`src/ttf_pkg.sv`:
```
// Package with the widths, types and state encodings of the tangent frame block.
`timescale 1ns / 1ps
package ttf_pkg;

  // Input coordinate width and output fraction bits.
  localparam int CW    = 32;
  localparam int OF    = 14;
  localparam int OUT_W = 16;

  // Derived datapath widths.
  localparam int DW    = CW + 1;           // edge and uv delta
  localparam int PW    = 2 * DW;           // one product of two deltas
  localparam int VW    = PW + 2;           // difference of two products, then negated
  localparam int MW    = VW - 1;           // magnitude of a vector component
  localparam int NW    = 31;               // left-aligned magnitude kept for normalizing
  localparam int SW    = 2 * NW + 2;       // sum of three squares
  localparam int RW    = NW + 1;           // square root of the sum
  localparam int QW    = OF + 1;           // unit component magnitude
  localparam int QXW   = (QW > OUT_W) ? QW : OUT_W;
  localparam int ND    = NW + OF + 1;      // division numerator
  localparam int CNTW  = $clog2(RW + 1);
  localparam int NSTEP = 14;               // products per triangle
  localparam int KW    = $clog2(NSTEP);
  localparam int NRES  = NSTEP / 2;
  localparam int RESW  = $clog2(NRES);
  localparam int QDEPTH = 2;
  localparam int PTRW  = $clog2(QDEPTH);

  typedef logic signed [CW-1:0] coord_t;
  typedef logic signed [DW-1:0] delta_t;
  typedef logic [2:0][VW-1:0]   vec_t;
  typedef logic [OUT_W-1:0]     unit_t;

  typedef struct packed {
    delta_t e1_x;
    delta_t e1_y;
    delta_t e1_z;
    delta_t e2_x;
    delta_t e2_y;
    delta_t e2_z;
    delta_t du1;
    delta_t dv1;
    delta_t du2;
    delta_t dv2;
  } tri_t;

  typedef enum logic [2:0] {
    B_IDLE,
    B_MUL,
    B_ACC,
    B_NSTART,
    B_NWAIT,
    B_OUT
  } back_state_t;

  typedef enum logic [2:0] {
    N_IDLE,
    N_ALIGN,
    N_SQ,
    N_SQRT,
    N_DLOAD,
    N_DIV,
    N_DONE
  } norm_state_t;

endpackage

```
`src/ttf_queue.sv`:
```
// Short triangle queue between the front end and the arithmetic back end.
`timescale 1ns / 1ps
module ttf_queue (
  input  logic          clk,
  input  logic          rst,
  input  logic          push,
  input  ttf_pkg::tri_t push_data,
  output logic          full,
  output logic          valid,
  input  logic          pop,
  output ttf_pkg::tri_t pop_data
);

  ttf_pkg::tri_t               entry [ttf_pkg::QDEPTH];
  logic [ttf_pkg::PTRW-1:0]    wp;
  logic [ttf_pkg::PTRW-1:0]    rp;
  logic [ttf_pkg::PTRW:0]      fill;
  logic                        do_push;
  logic                        do_pop;

  assign full     = (fill == (ttf_pkg::PTRW + 1)'(ttf_pkg::QDEPTH));
  assign valid    = (fill != '0);
  assign do_push  = push && !full;
  assign do_pop   = pop && valid;
  assign pop_data = entry[rp];

  always_ff @(posedge clk) begin
    if (rst) begin
      wp   <= '0;
      rp   <= '0;
      fill <= '0;
    end else begin
      if (do_push) begin
        wp <= (wp == ttf_pkg::PTRW'(ttf_pkg::QDEPTH - 1)) ? '0 : wp + 1'b1;
      end
      if (do_pop) begin
        rp <= (rp == ttf_pkg::PTRW'(ttf_pkg::QDEPTH - 1)) ? '0 : rp + 1'b1;
      end
      if (do_push && !do_pop) begin
        fill <= fill + 1'b1;
      end else if (do_pop && !do_push) begin
        fill <= fill - 1'b1;
      end
    end
  end

  always_ff @(posedge clk) begin
    if (do_push) begin
      entry[wp] <= push_data;
    end
  end

endmodule

```
`config.mk`:
```
export PLATFORM = sky130hd
export DESIGN_NAME = ttf_queue
export DESIGN_NICKNAME = d
export VERILOG_FILES = /design/src/ttf_pkg.sv /design/src/ttf_queue.sv
export SDC_FILE = /design/constraint.sdc
export NUM_CORES = 1
export LEC_CHECK = 0
export BUFFER_PORTS_ARGS = -buffer_cell sky130_fd_sc_hd__buf_2
export CAP_MARGIN = 30
export CELL_PAD_IN_SITES_DETAIL_PLACEMENT = 2
export CELL_PAD_IN_SITES_GLOBAL_PLACEMENT = 2
export CORE_MARGIN = 2
export CORE_UTILIZATION = 36
export DETAILED_ROUTE_END_ITERATION = 10
export PLACE_DENSITY = 0.83
export SLEW_MARGIN = 20
export SYNTH_ARGS = -nofsm -noshare
export SYNTH_HDL_FRONTEND = slang
export SYNTH_SLANG_ARGS = --single-unit
```
`constraint.sdc`:
```
create_clock -name clk -period 8.4 [get_ports clk]
set_input_delay 0.42 -clock clk [delete_from_list [all_inputs] [get_ports clk]]
set_output_delay 0.42 -clock clk [all_outputs]
set_load 0.1 [all_outputs]
```
# Word level (Yosys, flattened, before mapping)
# Memories as Yosys holds them, arrays and structs flattened. A register that Yosys moved wholly into a read port is not among the register bits.
# Index checks and enable logic that the tools add are counted.
dict set report totals {
  wordCells 26
  ramBits 660
  ff_bits 4
  in_bits 334
  mem_count 1
  output_inout_bits 332
}
# memory words width read_ports rd_ports_with_merged_regs write_ports line_no
set mem_list {}
lappend mem_list {entry 2 330 1 1 1 ttf_queue.sv:14} ;# ttf_pkg::tri_t entry [ttf_pkg::QDEPTH];
dict set report op_classes {
  n_mux 8
  reduce_logical 9
  add_sub_neg 4
  n_eq_ne 1
}
# op n
set ops {}
lappend ops {{1-bit 2-to-1 mux} 6}
lappend ops {{1-bit logical AND} 4}
lappend ops {{2-bit 2-to-1 mux} 2}
lappend ops {{2-bit nonzero test} 2}
lappend ops {{1-bit zero test} 3}
lappend ops {{1-bit adder, second input constant} 2}
lappend ops {{2-bit by 1-bit adder with 2-bit output, second input constant} 1}
lappend ops {{2-bit == test, second input constant} 1}
lappend ops {{2-bit by 1-bit subtractor with 2-bit output, second input constant} 1}

# Depth between registers and ports, before layout
dict set report logic_depth {
  depth_word 7
  mapped_depth 6
  mapped_depth_nobuf 6
}

# Least setup slack after synthesis
# No wires, ideal clock.
dict set report synth_path {
  path_type {register to register}
  startpoint {reg fill[1] (netlist bit)}
  endpoint {mem entry[1][0] (netlist bit) (enable)}
  slack_ps -892
  n_path_buf 0
  t_required_ps 7665
  stages_incl_launch_ff 4
  period_less_slack_ps 9292
  setup_time_ps 735
  t_arrival_ps 8557
  path_cell_list {dfxtp_1 nor2b_1 nor2_1 and2_1}
}
dict set report synth_via {
  elab_chain_cells 5
}
# element line_no
set synth_rtl {}
lappend synth_rtl {{from (decl)} ttf_queue.sv:17} ;# logic [ttf_pkg::PTRW:0] fill;
lappend synth_rtl {{from (signal assigned)} ttf_queue.sv:40} ;# fill <= fill + 1'b1;
lappend synth_rtl {{from (signal assigned)} ttf_queue.sv:42} ;# fill <= fill - 1'b1;
lappend synth_rtl {{2-bit == test} ttf_queue.sv:21} ;# assign full = (fill == (ttf_pkg::PTRW + 1)'(ttf_pkg::QDEPTH));
lappend synth_rtl {{net full} ttf_queue.sv:8} ;# output logic full,
lappend synth_rtl {{1-bit zero test} ttf_queue.sv:23} ;# assign do_push = push && !full;
lappend synth_rtl {{1-bit logical AND} ttf_queue.sv:23}
lappend synth_rtl {{1-bit 2-to-1 mux} ttf_queue.sv:48} ;# if (do_push) begin
lappend synth_rtl {{1-bit 2-to-1 mux (implied by the code)} ttf_queue.sv:49} ;# entry[wp] <= push_data;
lappend synth_rtl {{to (decl)} ttf_queue.sv:14}
# The timed path passes the listed nets, and every way through them passes these cells.

==> summary.md <==
| Metric | Value |
|---|---|
| Cell internal pwr | between 0.007 and 0.008 W |
| Max layer used | met5 |
| Post-Synth XOR/XNOR Area | 0.103% |
| Setup crit end kind | primary output |
| # setup viols final | 0 |
| Post-CTS sizing | 0 |
| Layout Nets | 2414 |
| Post-route clock period utilization | 47.7% |
| Top cell type's share of synthesized area | between 70% and 80% |
| Mean Syn Cell Area | between 20 and 25 um^2 |
| Synthesized Nets | 1387 |
| Drt pass-1 iters | 5 |
| Layout cells sized above 1 | 51.9% |
| Hold WC Path Type | input port to register |
| Clk sinks | 665 |
| FF-to-FF End | entry[0][30] |
| Seq pwr share | 30.9% |
| Row count | 97 |
| Crit-path max FO | 118 |
| Top cells by area, synth | edfxtp_1 78%, mux2_4 18%, buf_12 2.6%, mux2_2 1.3%, dfxtp_1 0.39% |
| Worst hold path stage count | 1 |
| Normalized max-slew margin | 17.4% |
| Die ar. | 0.0732 mm^2 |
| GPL Wtd Cong | 0.833 |
| DRC violations left | 0 |
| Clk_lat worst skew | approximately 0.60 ns |
| Remaining antenna violation count after routing | 0 |
| Layout area overhead | 37.1% |
| WS Path Type | register to primary output |
| Routed len/inst | 29.3 um |
| Largest family of logic cells by synthesized area | multiplexers |
| Starting density of the core | 36.4% |
| Die W | 270 um |
| Core area | 0.0701 mm^2 |
| Logic gate share of total power | 46.1% |
| Clk slew on worst S/H paths | ~0.070 ns |
| Syn Std Cell Area | 0.0256 mm^2 |
| Vias in the first global route | 17.0k |
| Netlist cell types | 17 |
| Post-Route WL | 90.4 mm |
| Clock network fraction of total power | 22.9% |
| Largest net degree at the start of global routing | 162 |
| HPWL Detailed | just over 50 mm |
| Max-Cap Viols | 0 |
| Post-Synth Simple-Gate Area | less than 1% |
| Post-Synth Adder-Cell Area | 0.0489% |
| Tightest Pin Transition | between 1 and 1.5 ns |
| Synth warn | 0 |
| Met2 Routed Length | between 50 and 60 mm |
| Post-route setup slack | 4.39 ns |
| Initial DRC count | 840 |
| Fmax | 250 MHz |
| Fillers | roughly 6.5k |
| Yosys reg bits | between 600 and 700 |
| R2R setup slack | 5.56 ns |
| CP Cell Sequence | buf_12 > buf_4 > mux2_4 > buf_2 |
| Worst R2R Start | fill[0] |
| Smallest hold slack | 0.0343 ns |
| RSZ-0062 raised after global routing | false |
| Ports | 666 |
| PD cells | 403 mW/mm^2 |
| PortBufs | 665 |
| FF-to-FF path depth | 4 |
| Clk buf depth | 3 |
| First-pass GRT wire length | 127 mm |
| Setup_tns | 0 ns |
| Htree depth | 3 |
| Compound-Gate Fraction of Synth Area | 0.0979% |
| CTS Hold Bufs | between 300 and 400 |
| M1 WL | 30.4 mm |
| Tmin final | 4.01 ns |
| Routed via count | 14.6k |
| Setup Skew | 0.0226 ns |
| CTS buffer count | 73 |
| Net Sw Frac | between 40 and 50% |
| Max IR drop VDD | 0.231 mV |
| Hold Vio Cnt, Final | 0 |
| Post-synthesis sequential area ratio | between 70% and 80% |
| WHS Endpoint | entry[1][125] |
| Fin. max-slew vios | 0 |
| Post-synthesis mux area share | 18.9% |
| Total track usage | between 20% and 30% |
| Status | complete, no violations |
| Max incr delay on CP | roughly 0.87 ns |
| Initial antenna violation count | 9 |
| Worst Path Required | 7.98 ns |
| Number of cells after detailed placement | around 2.6k |
| Setup Fix Bufs, Post-CTS | 0 |
| Lkg Pwr | 13.6 nW |
| Post-Place Setup Slack | 5.11 ns |
| Synth area leader | edfxtp_1 |
| CTS tree | built |
| Non-Filler Instances | 3081 |
| CP startpoint kind | register |
| CP arrival | 3.59 ns |
| Synth Instances | between 1k and 1.5k |
| Die height | 270 um |
| GRT overflow | 0 |
| Net switching power | 0.00676 W |
| CTS Root Cell | clkbuf_16 |
| Hold_sp | push_data[125] |
| CP max stage cell | buf_4 |
| DR vias/cell | 4.72 |
| Met3 routed wirelength | 4.86 mm |
| Final Power | 0.0141 W |
-- sequential cells by signal, indices dropped and copies added (netlist names), named ones only --
register and count:
wp 1, entry 660, fill 2, rp 1
-- layout make-up --
class	instances	area (um^2)	area share, %
diodes	4	10.0	0.0286
multi-input cells	348	4950	14.1
clock buffers	95	1940	5.53
flip-flops and latches	665	19900	56.8
clock inverters	38	400	1.14
repair buffers	989	6630	18.9
well taps	940	1180	3.36
inverters	2	15.0	0.0428
-- cells in the mapped netlist, drive strengths merged --
master and count:
mux2 330, ha 1, or2 1, nor2 4
nor2b 1, a21oi 2, edfxtp 660, buf 37
or3 2, xor2 3, inv 2, dfxtp 5
o21ai 3, and2 1
-- layer usage --
metal,vias up,track usage [%]
met5,-,0
met4,10,8.85
met3,164,5.70
met2,569,48.0
met1,7541,23.8
li1,6268,-
-- worst max-delay path: cells and delay by family, from the launching register on --
kind / cells / cell delay (ns)
buffers and inverters: 3 / 1.85
muxes: 1 / 0.30
DFF: 1 / 0.47
-- kinds of logic (layout without fill, tap and decap cells) --
| group | after synthesis | count (layout) |
|---|---|---|
| other | 0 | 4 |
| DFF | 665 | 665 |
| adders and majority gates | 1 | 1 |
| muxes | 330 | 330 |
| xor gates and xnor gates | 3 | 3 |
| and+or+nand+nor | 9 | 9 |
| AOI/OAI and AO/OA | 5 | 5 |
| buffers and inverters | 39 | 1124 |
-- through the flow --
| step | util [%] | instance area [um^2] |
|---|---|---|
| after global placement | 42.1 | 29500 |
| after floorplan | - | 25600 |
| after detailed placement | 42.1 | 29600 |
| after CTS | 49.9 | 35000 |
| final | 50.0 | 35000 |
| after global routing | 50.0 | 35000 |
-- cells in the final DEF (no fill, tap or decap) --
| cell type | instances |
|---|---|
| dfxtp_4 | 1 |
| and2_4 | 1 |
| o21ai_0 | 3 |
| a21oi_1 | 2 |
| xor2_1 | 3 |
| ha_1 | 1 |
| clkbuf_1 | 19 |
| or3_1 | 2 |
| buf_4 | 4 |
| clkinv_16 | 4 |
| buf_2 | 665 |
| clkinv_4 | 3 |
| mux2_2 | 30 |
| clkbuf_8 | 3 |
| clkinvlp_4 | 3 |
| clkinv_2 | 9 |
| inv_8 | 1 |
| mux2_4 | 300 |
| nor2b_1 | 1 |
| or2_2 | 1 |
| dlygate4sd3_1 | 314 |
| dfxtp_1 | 4 |
| inv_6 | 2 |
| inv_1 | 1 |
| nor2_1 | 4 |
| clkinv_1 | 13 |
| bufinv_16 | 4 |
| clkbuf_16 | 73 |
| buf_12 | 5 |
| diode_2 | 4 |
| edfxtp_1 | 660 |
| buf_16 | 1 |
-- power by group through the flow --
stage               combinational [W]  sequential (W)  clock [W]
detailed placement            0.00629         0.00439          0
finish                        0.00651         0.00437    0.00323
CTS                           0.00644         0.00433    0.00320
global placement              0.00617         0.00434          0
global route                  0.00663         0.00439    0.00340
floorplan                     0.00555         0.00445          0
-- how the worst max path moves through the flow --
stage                        start       endpoint  depth (start not counted)
final                     register    pop_data[8]                          4
after CTS                 register   pop_data[12]                          4
after global routing      register  pop_data[256]                          4
after detailed placement  register   pop_data[12]                          4
after global placement    register   pop_data[17]                          4
after floorplan            fill[1]    entry[0][0]                          3
Power figures use the tool's default switching activity.
