===== src/ttf_pkg.sv =====
// Package with the widths, types and state encodings of the tangent frame block.
`timescale 1ns / 1ps
package ttf_pkg;

  // Input coordinate width and output fraction bits.
  localparam int CW    = 32;
  localparam int OF    = 14;
  localparam int OUT_W = 16;

  // Derived datapath widths.
  localparam int DW    = CW + 1;           // edge and uv delta
  localparam int PW    = 2 * DW;           // one product of two deltas
  localparam int VW    = PW + 2;           // difference of two products, then negated
  localparam int MW    = VW - 1;           // magnitude of a vector component
  localparam int NW    = 31;               // left-aligned magnitude kept for normalizing
  localparam int SW    = 2 * NW + 2;       // sum of three squares
  localparam int RW    = NW + 1;           // square root of the sum
  localparam int QW    = OF + 1;           // unit component magnitude
  localparam int QXW   = (QW > OUT_W) ? QW : OUT_W;
  localparam int ND    = NW + OF + 1;      // division numerator
  localparam int CNTW  = $clog2(RW + 1);
  localparam int NSTEP = 14;               // products per triangle
  localparam int KW    = $clog2(NSTEP);
  localparam int NRES  = NSTEP / 2;
  localparam int RESW  = $clog2(NRES);
  localparam int QDEPTH = 2;
  localparam int PTRW  = $clog2(QDEPTH);

  typedef logic signed [CW-1:0] coord_t;
  typedef logic signed [DW-1:0] delta_t;
  typedef logic [2:0][VW-1:0]   vec_t;
  typedef logic [OUT_W-1:0]     unit_t;

  typedef struct packed {
    delta_t e1_x;
    delta_t e1_y;
    delta_t e1_z;
    delta_t e2_x;
    delta_t e2_y;
    delta_t e2_z;
    delta_t du1;
    delta_t dv1;
    delta_t du2;
    delta_t dv2;
  } tri_t;

  typedef enum logic [2:0] {
    B_IDLE,
    B_MUL,
    B_ACC,
    B_NSTART,
    B_NWAIT,
    B_OUT
  } back_state_t;

  typedef enum logic [2:0] {
    N_IDLE,
    N_ALIGN,
    N_SQ,
    N_SQRT,
    N_DLOAD,
    N_DIV,
    N_DONE
  } norm_state_t;

endpackage


===== src/ttf_if.sv =====
// Valid/ready channel interfaces for vertices in and tangent frames out.
`timescale 1ns / 1ps
interface ttf_vtx_if;
  logic            valid;
  logic            ready;
  ttf_pkg::coord_t pos_x;
  ttf_pkg::coord_t pos_y;
  ttf_pkg::coord_t pos_z;
  ttf_pkg::coord_t tex_u;
  ttf_pkg::coord_t tex_v;

  modport source (output valid, pos_x, pos_y, pos_z, tex_u, tex_v, input ready);
  modport sink   (input valid, pos_x, pos_y, pos_z, tex_u, tex_v, output ready);
  modport monitor (input valid, ready, pos_x, pos_y, pos_z, tex_u, tex_v);
endinterface



===== src/ttf_front.sv =====
// Front end: collects vertices and forms the edges and uv deltas of each triangle.
`timescale 1ns / 1ps
module ttf_front (
  input  logic          clk,
  input  logic          rst,
  ttf_vtx_if.sink       vtx,
  input  logic          q_full,
  output logic          q_push,
  output ttf_pkg::tri_t q_data
);

  logic [1:0]      count;
  ttf_pkg::coord_t v0 [5];
  ttf_pkg::coord_t v1 [5];
  logic            accept;
  logic            third;

  function automatic ttf_pkg::delta_t dsub(ttf_pkg::coord_t a, ttf_pkg::coord_t b);
    ttf_pkg::delta_t ae;
    ttf_pkg::delta_t be;
    ae = ttf_pkg::delta_t'(a);
    be = ttf_pkg::delta_t'(b);
    return ae - be;
  endfunction

  assign third     = (count >= 2'd2);
  assign vtx.ready = !third || !q_full;
  assign accept    = vtx.valid && vtx.ready;
  assign q_push    = accept && third;

  always_comb begin
    q_data.e1_x = dsub(v1[0], v0[0]);
    q_data.e1_y = dsub(v1[1], v0[1]);
    q_data.e1_z = dsub(v1[2], v0[2]);
    q_data.e2_x = dsub(vtx.pos_x, v0[0]);
    q_data.e2_y = dsub(vtx.pos_y, v0[1]);
    q_data.e2_z = dsub(vtx.pos_z, v0[2]);
    q_data.du1  = dsub(v1[3], v0[3]);
    q_data.dv1  = dsub(v1[4], v0[4]);
    q_data.du2  = dsub(vtx.tex_u, v0[3]);
    q_data.dv2  = dsub(vtx.tex_v, v0[4]);
  end

  always_ff @(posedge clk) begin
    if (rst) begin
      count <= 2'd0;
    end else if (accept) begin
      count <= third ? 2'd0 : count + 2'd1;
    end
  end

  always_ff @(posedge clk) begin
    if (accept && count == 2'd0) begin
      v0[0] <= vtx.pos_x;
      v0[1] <= vtx.pos_y;
      v0[2] <= vtx.pos_z;
      v0[3] <= vtx.tex_u;
      v0[4] <= vtx.tex_v;
    end
    if (accept && count == 2'd1) begin
      v1[0] <= vtx.pos_x;
      v1[1] <= vtx.pos_y;
      v1[2] <= vtx.pos_z;
      v1[3] <= vtx.tex_u;
      v1[4] <= vtx.tex_v;
    end
  end

endmodule


===== src/flat_wrapper.sv =====
// flat-port wrapper written by rule: the top's interface ports become plain ports
module ttf_front_flat 
  (clk, rst, q_full, q_push, q_data, vtx_valid, vtx_pos_x, vtx_pos_y, vtx_pos_z, vtx_tex_u, vtx_tex_v, vtx_ready);
  ttf_vtx_if vtx_i ();
  input  logic clk;
  input  logic rst;
  input  logic q_full;
  output logic q_push;
  output ttf_pkg::tri_t q_data;
  input wire logic [$bits(vtx_i.valid)-1:0] vtx_valid;
  input wire logic [$bits(vtx_i.pos_x)-1:0] vtx_pos_x;
  input wire logic [$bits(vtx_i.pos_y)-1:0] vtx_pos_y;
  input wire logic [$bits(vtx_i.pos_z)-1:0] vtx_pos_z;
  input wire logic [$bits(vtx_i.tex_u)-1:0] vtx_tex_u;
  input wire logic [$bits(vtx_i.tex_v)-1:0] vtx_tex_v;
  output wire logic [$bits(vtx_i.ready)-1:0] vtx_ready;
  assign vtx_i.valid = vtx_valid;
  assign vtx_i.pos_x = vtx_pos_x;
  assign vtx_i.pos_y = vtx_pos_y;
  assign vtx_i.pos_z = vtx_pos_z;
  assign vtx_i.tex_u = vtx_tex_u;
  assign vtx_i.tex_v = vtx_tex_v;
  assign vtx_ready = vtx_i.ready;
  ttf_front u_core (.clk(clk), .rst(rst), .vtx(vtx_i), .q_full(q_full), .q_push(q_push), .q_data(q_data));
endmodule

===== config.mk =====
export PLATFORM = sky130hd
export DESIGN_NAME = ttf_front_flat
export DESIGN_NICKNAME = d
export VERILOG_FILES = /design/src/ttf_pkg.sv /design/src/ttf_if.sv /design/src/ttf_front.sv /design/src/flat_wrapper.sv
export SDC_FILE = /design/constraint.sdc
export NUM_CORES = 1
export LEC_CHECK = 0
export BUFFER_PORTS_ARGS = -buffer_cell sky130_fd_sc_hd__buf_4
export CAP_MARGIN = 15
export CORE_MARGIN = 5
export CORE_UTILIZATION = 62
export DETAILED_ROUTE_END_ITERATION = 10
export PLACE_DENSITY_LB_ADDON = 0.12
export SETUP_SLACK_MARGIN = 0.02
export SLEW_MARGIN = 20
export SYNTH_ARGS = -nofsm -noshare
export SYNTH_HDL_FRONTEND = slang
export SYNTH_SLANG_ARGS = --single-unit

===== constraint.sdc =====
create_clock -name clk -period 33.6 [get_ports clk]
set_input_delay 6.72 -clock clk [delete_from_list [all_inputs] [get_ports clk]]
set_output_delay 6.72 -clock clk [all_outputs]
set_load 0.02 [all_outputs]

Word-level counts from Yosys, hierarchy flattened. Memory sizes are Yosys's and may differ from the RTL's. Cells that the tools add are included.

Add/sub/neg operators: 11. Mux-type cells: 5. Equal/unequal tests: 1. Magnitude comparators: 1. Reductions and logical operators: 8.

Operator list (number): $sub A32 B32 Y33 (10); $logic_and A1 B1 Y1 (4); $mux W1 (4); $add A2 B1 Y2 const B (1); $eq A2 B1 Y1 const B (1); $ge A2 B2 Y1 const B (1); $logic_not A1 Y1 (2); $logic_not A2 Y1 (1); $mux W2 (1); $logic_or A1 B1 Y1 (1).

Memories kept: 2. Input port bits: 164. Register bits after elaboration: 2. Memory bits (writable): 320.

Memories: u_core.v0 (depth 5, bits a word 32, read ports 5, clocked after memory_dff 0, write ports 5, line ttf_front.sv:13) `ttf_pkg::coord_t v0 [5];`; u_core.v1 (depth 5, bits a word 32, read ports 5, clocked after memory_dff 0, write ports 5, line ttf_front.sv:14) `ttf_pkg::coord_t v1 [5];`.

Longest topological paths before layout. Gate-level depths: netlist (run 1).

Depth after elaboration: 7. Depth in mapped cells: 13.

Least setup slack after synthesis (run 1). No wires, ideal clock.

Path type: input port to flip-flop. From: in vtx_valid. To: mem u_core.v0[0][0] (netlist bit) (enable). Cell stages on the path: 1. Path slack: 14.503 ns. Data arrival time: 18.186 ns. Required time: 32.690 ns. Path through: nor3b_1.

RTL lines: start, declared (line flat_wrapper.sv:10) `input wire logic [$bits(vtx_i.valid)-1:0] vtx_valid;`; end, declared (line ttf_front.sv:13).

==> results.cfg, run 1 <==
[drt]
drc = 0
routed_via_density = 6.045
wl_per_cell_um = 20.40
vias = 22493
first_iter_violations = 2072
drt-total-wl_mm = 75.91
dr.pass1.iters = 6
antenna_left = 0

[setup_path]
critPathKind = input port to output port
crit_path_start_kind = input port
timing.critical_path.required_ps = 26880
crit-reg2reg-launch = u_core.count[1]
endpoint_class_of_the_critical_path = output port
cp_data_arrival_time_ps = 9890
worstPathMaxFanout = 4
crit_start = vtx_pos_x[6]

[yosys]
postSynthAreaPerCell_um2 = 9.742
netlist.top_cell.by_area = edfxtp_1
synth_enable_flop_cells = 320
postSynthCellCount = 2637
synth.distinct_cells = 87
synth_async_sr_flop_share_pct = 0
ys_ff_latch = 322
syn-num-nets = 3131
synthesis.area_mm2 = 0.02569
synth_top_cells_by_area = edfxtp_1 (37%), ha_1 (16%), xnor2_1 (6.3%)
synth-warning-count = 0
synth.yosys.seq_area_share_pct = 37.56
netlist.area_leader.share_pct = 37.40
synth_top_cells_by_count = edfxtp_1 (320), ha_1 (320), a21oi_1 (256)
yosys_most_used_dff = edfxtp_1

[timing]
timing.clock.skew_ps = 13.73
finalWorstPathRequiredPeriod_ps = 16610
final.setup.tns_ps = 0
worst_slew_pin_slew_ps = 958.2
slew_headroom_pct = 36.12
setup_violations = 0
drv_slew = 0
final_min_period_over_clock_period_pct = 49.43
finalHoldViolCount = 0
max_freq_ghz = 0.06021
rsz_0062_raised_after_global_routing = no

[cells_and_area]
finish.net_count = 3645
n_fill_cell = 2835
drive_gt1_share_pct = 18.55
syn2layout_area_growth_pct = 21.83
layout.cell_area.non_filler_mm2 = 0.03130
final_util_pct = 76.48
final_cell_count_no_fill = 3721

[global_routing]
vias_in_the_first_global_route = 22242
grt_first_pass_wirelength_mm = 116.0
global_route.usage.total_pct = 31.91
grt_max_degree = 150
total_gr_overflow = 0
grt_antenna_before_repair = 16

[die]
die_w_um = 213.6
design.die.area_mm2 = 0.04561
floorplan.io_pins = 496
rows = 74
design.core.area_mm2 = 0.04092
initial_standard_cell_utilization_of_the_core_pct = 62.78
die_height_um = 213.6

[clock_network]
postCtsResizedCells = 0
insertion_delay_ps = 560
postCtsHoldBufs = 0
cts_htree_levels = 2
cts_buffers = 39
cts_root_buffer = clkbuf_16
cts_tree = yes
clk_transition_reported_paths_ps = 60
cts_num_sinks = 322
clockBufferDepth = 3
cts_setup_buffers = 0

[placement]
dpl_cell_area_mm2 = 0.03002
place.detailed.instances = 3642
gpl.final_weighted_congestion = 0.9843
port_buffers = 495
place_hpwl_mm = 60.11

[pwr]
power_density_mw_per_mm2 = 50.04
p_leak_nw = 14.38
worst_ir_drop_on_vdd_uv = 40.18
total_power_mw = 1.566

[min_path]
hold_path.class = flop to flop
holdCritStartpoint = u_core.count[0]

[status]
run_status = complete, no violations

[flow_run]
timing.max_cap.violations = 0
## flip-flops by register name, indices dropped and copies added (netlist names)
| name | cells |
|---|---|
| u_core.count | 2 |
| u_core.v1 | 160 |
| u_core.v0 | 160 |
## path summary, 6_finish.rpt
path | end | slack [ps] | cells past startpoint
setup / recovery | q_data[227] | 16990 | 11
hold reg to reg | u_core.count[0] | 610 | 2
setup reg to reg | u_core.v1[0][13] | 31120 | 3
hold / removal | u_core.count[0] | 610 | 2
## kinds of logic after synthesis
kind of cell | Yosys count | share of synthesized area (%)
muxes | 2 | 0.08279
DFF | 322 | 37.56
and+or+nand+nor | 601 | 11.45
AOI/OAI and AO/OA | 831 | 21.08
buffers and inverters | 275 | 4.052
adders and majority gates | 330 | 16.36
xor gates and xnor gates | 276 | 9.409
## critical path: stages
cell and delay [ps]:
buf_4 120, ha_1 340, a2111oi_0 640, a21oi_1 230, o221ai_1 460, nor4_1 110
a2111oi_0 650, o21bai_1 120, a21oi_1 190, xnor2_1 140, buf_4 160
## power breakdown
group,internal (mW),total (mW),switching (mW)
Sequential,0.469,0.475,0.00647
Combinational,0.270,0.673,0.403
Clock,0.247,0.418,0.172
## per-stage QoR
stage	setup WS, ps	hold slack (ps)
detailed placement	17120	586.7
finish	16990	609.0
global placement	17230	520.2
floorplan	14500	471.9
CTS	17110	594.9
global route	16800	603.2
## layer usage
layer	GRT usage [%]	up-vias	part of all wire, %
met3	8.105	206	9.2
met2	52.84	931	47
li1	-	10766	-
met4	15.79	14	5.4
met1	39.06	10576	39
met5	0	-	0.13
## layout make-up
cell class / count / area (um^2) / share of cell area [%]
diodes: 9 / 22.52 / 0.07196
clock buffers: 47 / 1049 / 3.350
clock inverters: 23 / 206.4 / 0.6596
inverters: 250 / 938.4 / 2.998
multi-input cells: 2040 / 15020 / 47.98
flip-flops and latches: 322 / 9649 / 30.83
well taps: 532 / 665.6 / 2.127
repair buffers: 498 / 3751 / 11.98
## placed cells by master, fill, tap and decap left out, types with 10 or more instances in the layout
master | netlist | layout
buf_4 | 0 | 497
ha_1 | 320 | 320
edfxtp_1 | 320 | 320
a21oi_1 | 256 | 256
inv_1 | 250 | 250
xnor2_1 | 186 | 186
nor2_1 | 171 | 171
a21o_1 | 153 | 153
nand2_1 | 140 | 140
o21ai_0 | 101 | 101
xor2_1 | 90 | 90
o21a_1 | 56 | 56
nand2b_1 | 54 | 54
nor2b_1 | 46 | 46
o21ai_1 | 42 | 42
clkbuf_16 | 0 | 41
nand3_1 | 38 | 38
nor3_1 | 33 | 33
nand4_1 | 29 | 29
o21bai_1 | 26 | 26
and3_1 | 25 | 24
o211ai_1 | 23 | 23
a31oi_1 | 22 | 22
and2_1 | 18 | 18
a211oi_1 | 14 | 14
or3_1 | 13 | 13
a221o_1 | 10 | 10
a31o_2 | 10 | 10
fa_1 | 10 | 10
Power figures use the tool's default switching activity.
==> inputs of run 2 (changes only) <==
ABC_AREA = 1   (was unset)
CORE_UTILIZATION = 60   (was 62)
clock period = 15.9 ns   (was 33.6 ns; I/O delays follow)
==> run 2 against run 1 <==
Count of clock-buffer cells in the layout is 5 lower; die area is 39% higher; critical path depth is 2 higher; global-route usage is 1.4 points higher; clock skew is 13 ps higher; sequential share of layout area is 7.3 points lower; synthesized cell count is 120% higher; critical endpoint is now q_data[177]; highest routed layer unchanged.
==> results.cfg, run 2 <==
[pwr]
total_switching_power_mw = 1.442
worst_ir_drop_on_vdd_uv = 69.95
power_density_mw_per_mm2 = 86.62
swShare_pct = 40.54
power.share.clock_pct = 26.4
p_leak_nw = 25.46
seq_power_share_pct = 28.2
cell_internal_pwr_mw = 2.114
power.combinational.fraction_pct = 45.3

[cells_and_area]
n_fill_cell = 5069
finish.net_count = 6785
sequential_cell_area_in_the_final_layout_mm2 = 0.009649
area_used_by_multi_input_combinational_logic_mm2 = 0.01995
layout.cell_area.non_filler_mm2 = 0.04105
final_common_cell = nand2_1
drive_gt1_share_pct = 10.94
layout_common_cells = nand2_1 (2444), inv_1 (1431), buf_4 (501), nor2_1 (410)
reg_top3 = u_core.v0: 160 flops, u_core.v1: 160 flops, u_core.count: 2 flops
syn2layout_area_growth_pct = 17.29

[timing]
max_freq_ghz = 0.1202
finalWorstPathRequiredPeriod_ps = 8320
slew_headroom_pct = 38.56
rsz_0062_raised_after_global_routing = no
timing.clock.skew_ps = 26.37
drv_slew = 0
final_min_period_over_clock_period_pct = 52.33
final.setup.tns_ps = 0
setup_violations = 0
worst_slew_pin_slew_ps = 921.6
finalHoldViolCount = 0

[flow_run]
timing.max_cap.violations = 0

[setup_path]
reg2reg_to = u_core.v0[0][52]
crit_start = vtx_pos_y[0]
timing.critical_path.required_ps = 12720
crit_chain = buf_4, inv_1, ha_1, fa_1, inv_1, nand2_1, nand2_1, nand3_1, nand2_2, nand2_1, nand2_2, xor2_1, buf_4
crit_path_start_kind = input port
critPathKind = input port to output port
crit-reg2reg-launch = u_core.count[1]
setup.reg_to_reg.worst_slack_ps = 13640
cp_data_arrival_time_ps = 5140
endpoint_class_of_the_critical_path = output port
max_stage_delay_ps = 460
worst_path_most_repeated_cell = nand2_1
worst_r2r_path_depth = 3
worstPathMaxFanout = 3
slowest_stage = fa_1
worstSetupEndpoint = q_data[177]

[clock_network]
cts_buffers = 37
clockBufferDepth = 3
cts_setup_buffers = 0
postCtsHoldBufs = 0
cts_num_sinks = 322
cts_htree_levels = 2
insertion_delay_ps = 580
clk_transition_reported_paths_ps = 60
postCtsResizedCells = 0
cts_root_buffer = clkbuf_16
cts_tree = yes

[yosys]
netlist.top_cell.by_area = edfxtp_1
synth.distinct_cells = 24
postSynthCellCount = 5757
synth.yosys.seq_area_share_pct = 27.57
synth_top_cells_by_count = nand2_1 (2444), inv_1 (1431), nor2_1 (411)
synth_async_sr_flop_share_pct = 0
netlist.area_leader.share_pct = 27.45
postSynthAreaPerCell_um2 = 6.080
yosys_most_used_dff = edfxtp_1
synth_top_cells_by_area = edfxtp_1 (27%), nand2_1 (26%), inv_1 (15%)
count_leader_synth = nand2_1
synth_enable_flop_cells = 320
ys_ff_latch = 322
synthesis.area_mm2 = 0.03500
synth-warning-count = 0
syn-num-nets = 6251

[global_routing]
grt_first_pass_wirelength_mm = 170.7
total_gr_overflow = 0
vias_in_the_first_global_route = 33755
global_route.usage.total_pct = 33.33
grt_max_degree = 68
grt_antenna_before_repair = 15

[min_path]
hold_path.class = flop to flop
whs_path_depth = 2

[die]
design.die.area_mm2 = 0.06327
initial_standard_cell_utilization_of_the_core_pct = 60.67
die_w_um = 251.5
rows = 88
floorplan.io_pins = 496
die_height_um = 251.5
design.core.area_mm2 = 0.05770

[drt]
routed_via_density = 5.044
first_iter_violations = 2632
top_layer = met5
antenna_left = 0
vias = 35799
dr.pass1.iters = 9
drc = 0
wl_met3_mm = 9.434
wl_per_cell_um = 15.58
met1Wirelength_mm = 43.02
drt-total-wl_mm = 110.6
detailroute.wirelength.met2_mm = 52.44

[placement]
dpl_cell_area_mm2 = 0.03969
port_buffers = 495
gpl.final_weighted_congestion = 0.9671
place_hpwl_mm = 93.08

[status]
run_status = complete, no violations
## run 2: cell types whose count changed after synthesis, sizes merged, moves of 144 or more
| cell | previous run | this run |
|---|---|---|
| xnor2 | 186 | 20 |
| nand2 | 140 | 2548 |
| inv | 250 | 1431 |
| nor2 | 171 | 416 |
| a21o | 154 | 10 |
| nand3 | 38 | 235 |
## run 2: cells by family after synthesis
group           Yosys count  share of synthesized area (%)
xor+xnor                150                          3.753
compound gates          228                          3.467
flops                   322                          27.57
buf+inv                1437                          15.47
simple gates           3290                          37.73
fa+ha+maj               330                          12.01
## run 2: how the worst min path moves through the flow
stage / startpoint / endpoint
floorplan: u_core.count[0] / u_core.count[0]
global placement: u_core.count[0] / u_core.count[0]
detailed placement: u_core.count[0] / u_core.count[0]
CTS: u_core.count[0] / u_core.count[0]
global route: u_core.count[0] / u_core.count[0]
finish: u_core.count[0] / u_core.count[0]
## run 2: stage by stage
stage | utilization, % | worst slack (ps) | cells | hold WS [ps] | total power, mW
floorplan | - | 345.4 | 5757 | 450.9 | 2.017
global placement | 68.79 | 7651 | 7017 | 475.1 | 2.587
detailed placement | 68.79 | 7603 | 7017 | 494.0 | 2.607
CTS | 71.09 | 7600 | 7084 | 508.8 | 3.552
global route | 71.14 | 7431 | 7094 | 533.7 | 3.750
finish | 71.16 | 7580 | 7098 | 517.6 | 3.556
## run 2: layout make-up
cell class,count,share of cell area (%)
diodes,14,0.08534
clock buffers,42,2.405
clock inverters,25,0.8351
inverters,1431,13.08
multi-input cells,3998,48.59
flip-flops and latches,322,23.50
well taps,765,2.332
repair buffers,501,9.162
## run 2: critical path: cells and delay by family
| kind | cells | cell delay [ps] |
|---|---|---|
| and+or+nand+nor | 6 | 510 |
| buffers and inverters | 4 | 480 |
| adders and majority gates | 2 | 680 |
| xor gates and xnor gates | 1 | 300 |
## run 2: routing by layer
layer  vias up  global-route usage (%)
met5         -                       0
met4         8                   15.75
met1     15992                   39.62
met2      1237                   57.86
li1      18293                       -
met3       269                   6.937
## run 2: power groups by stage
stage | logic, mW | registers [mW] | clock network, mW
floorplan | 0.984 | 1.03 | 0
global placement | 1.57 | 1.02 | 0
detailed placement | 1.59 | 1.02 | 0
CTS | 1.60 | 1.00 | 0.951
global route | 1.76 | 1.01 | 0.986
finish | 1.61 | 1.00 | 0.940
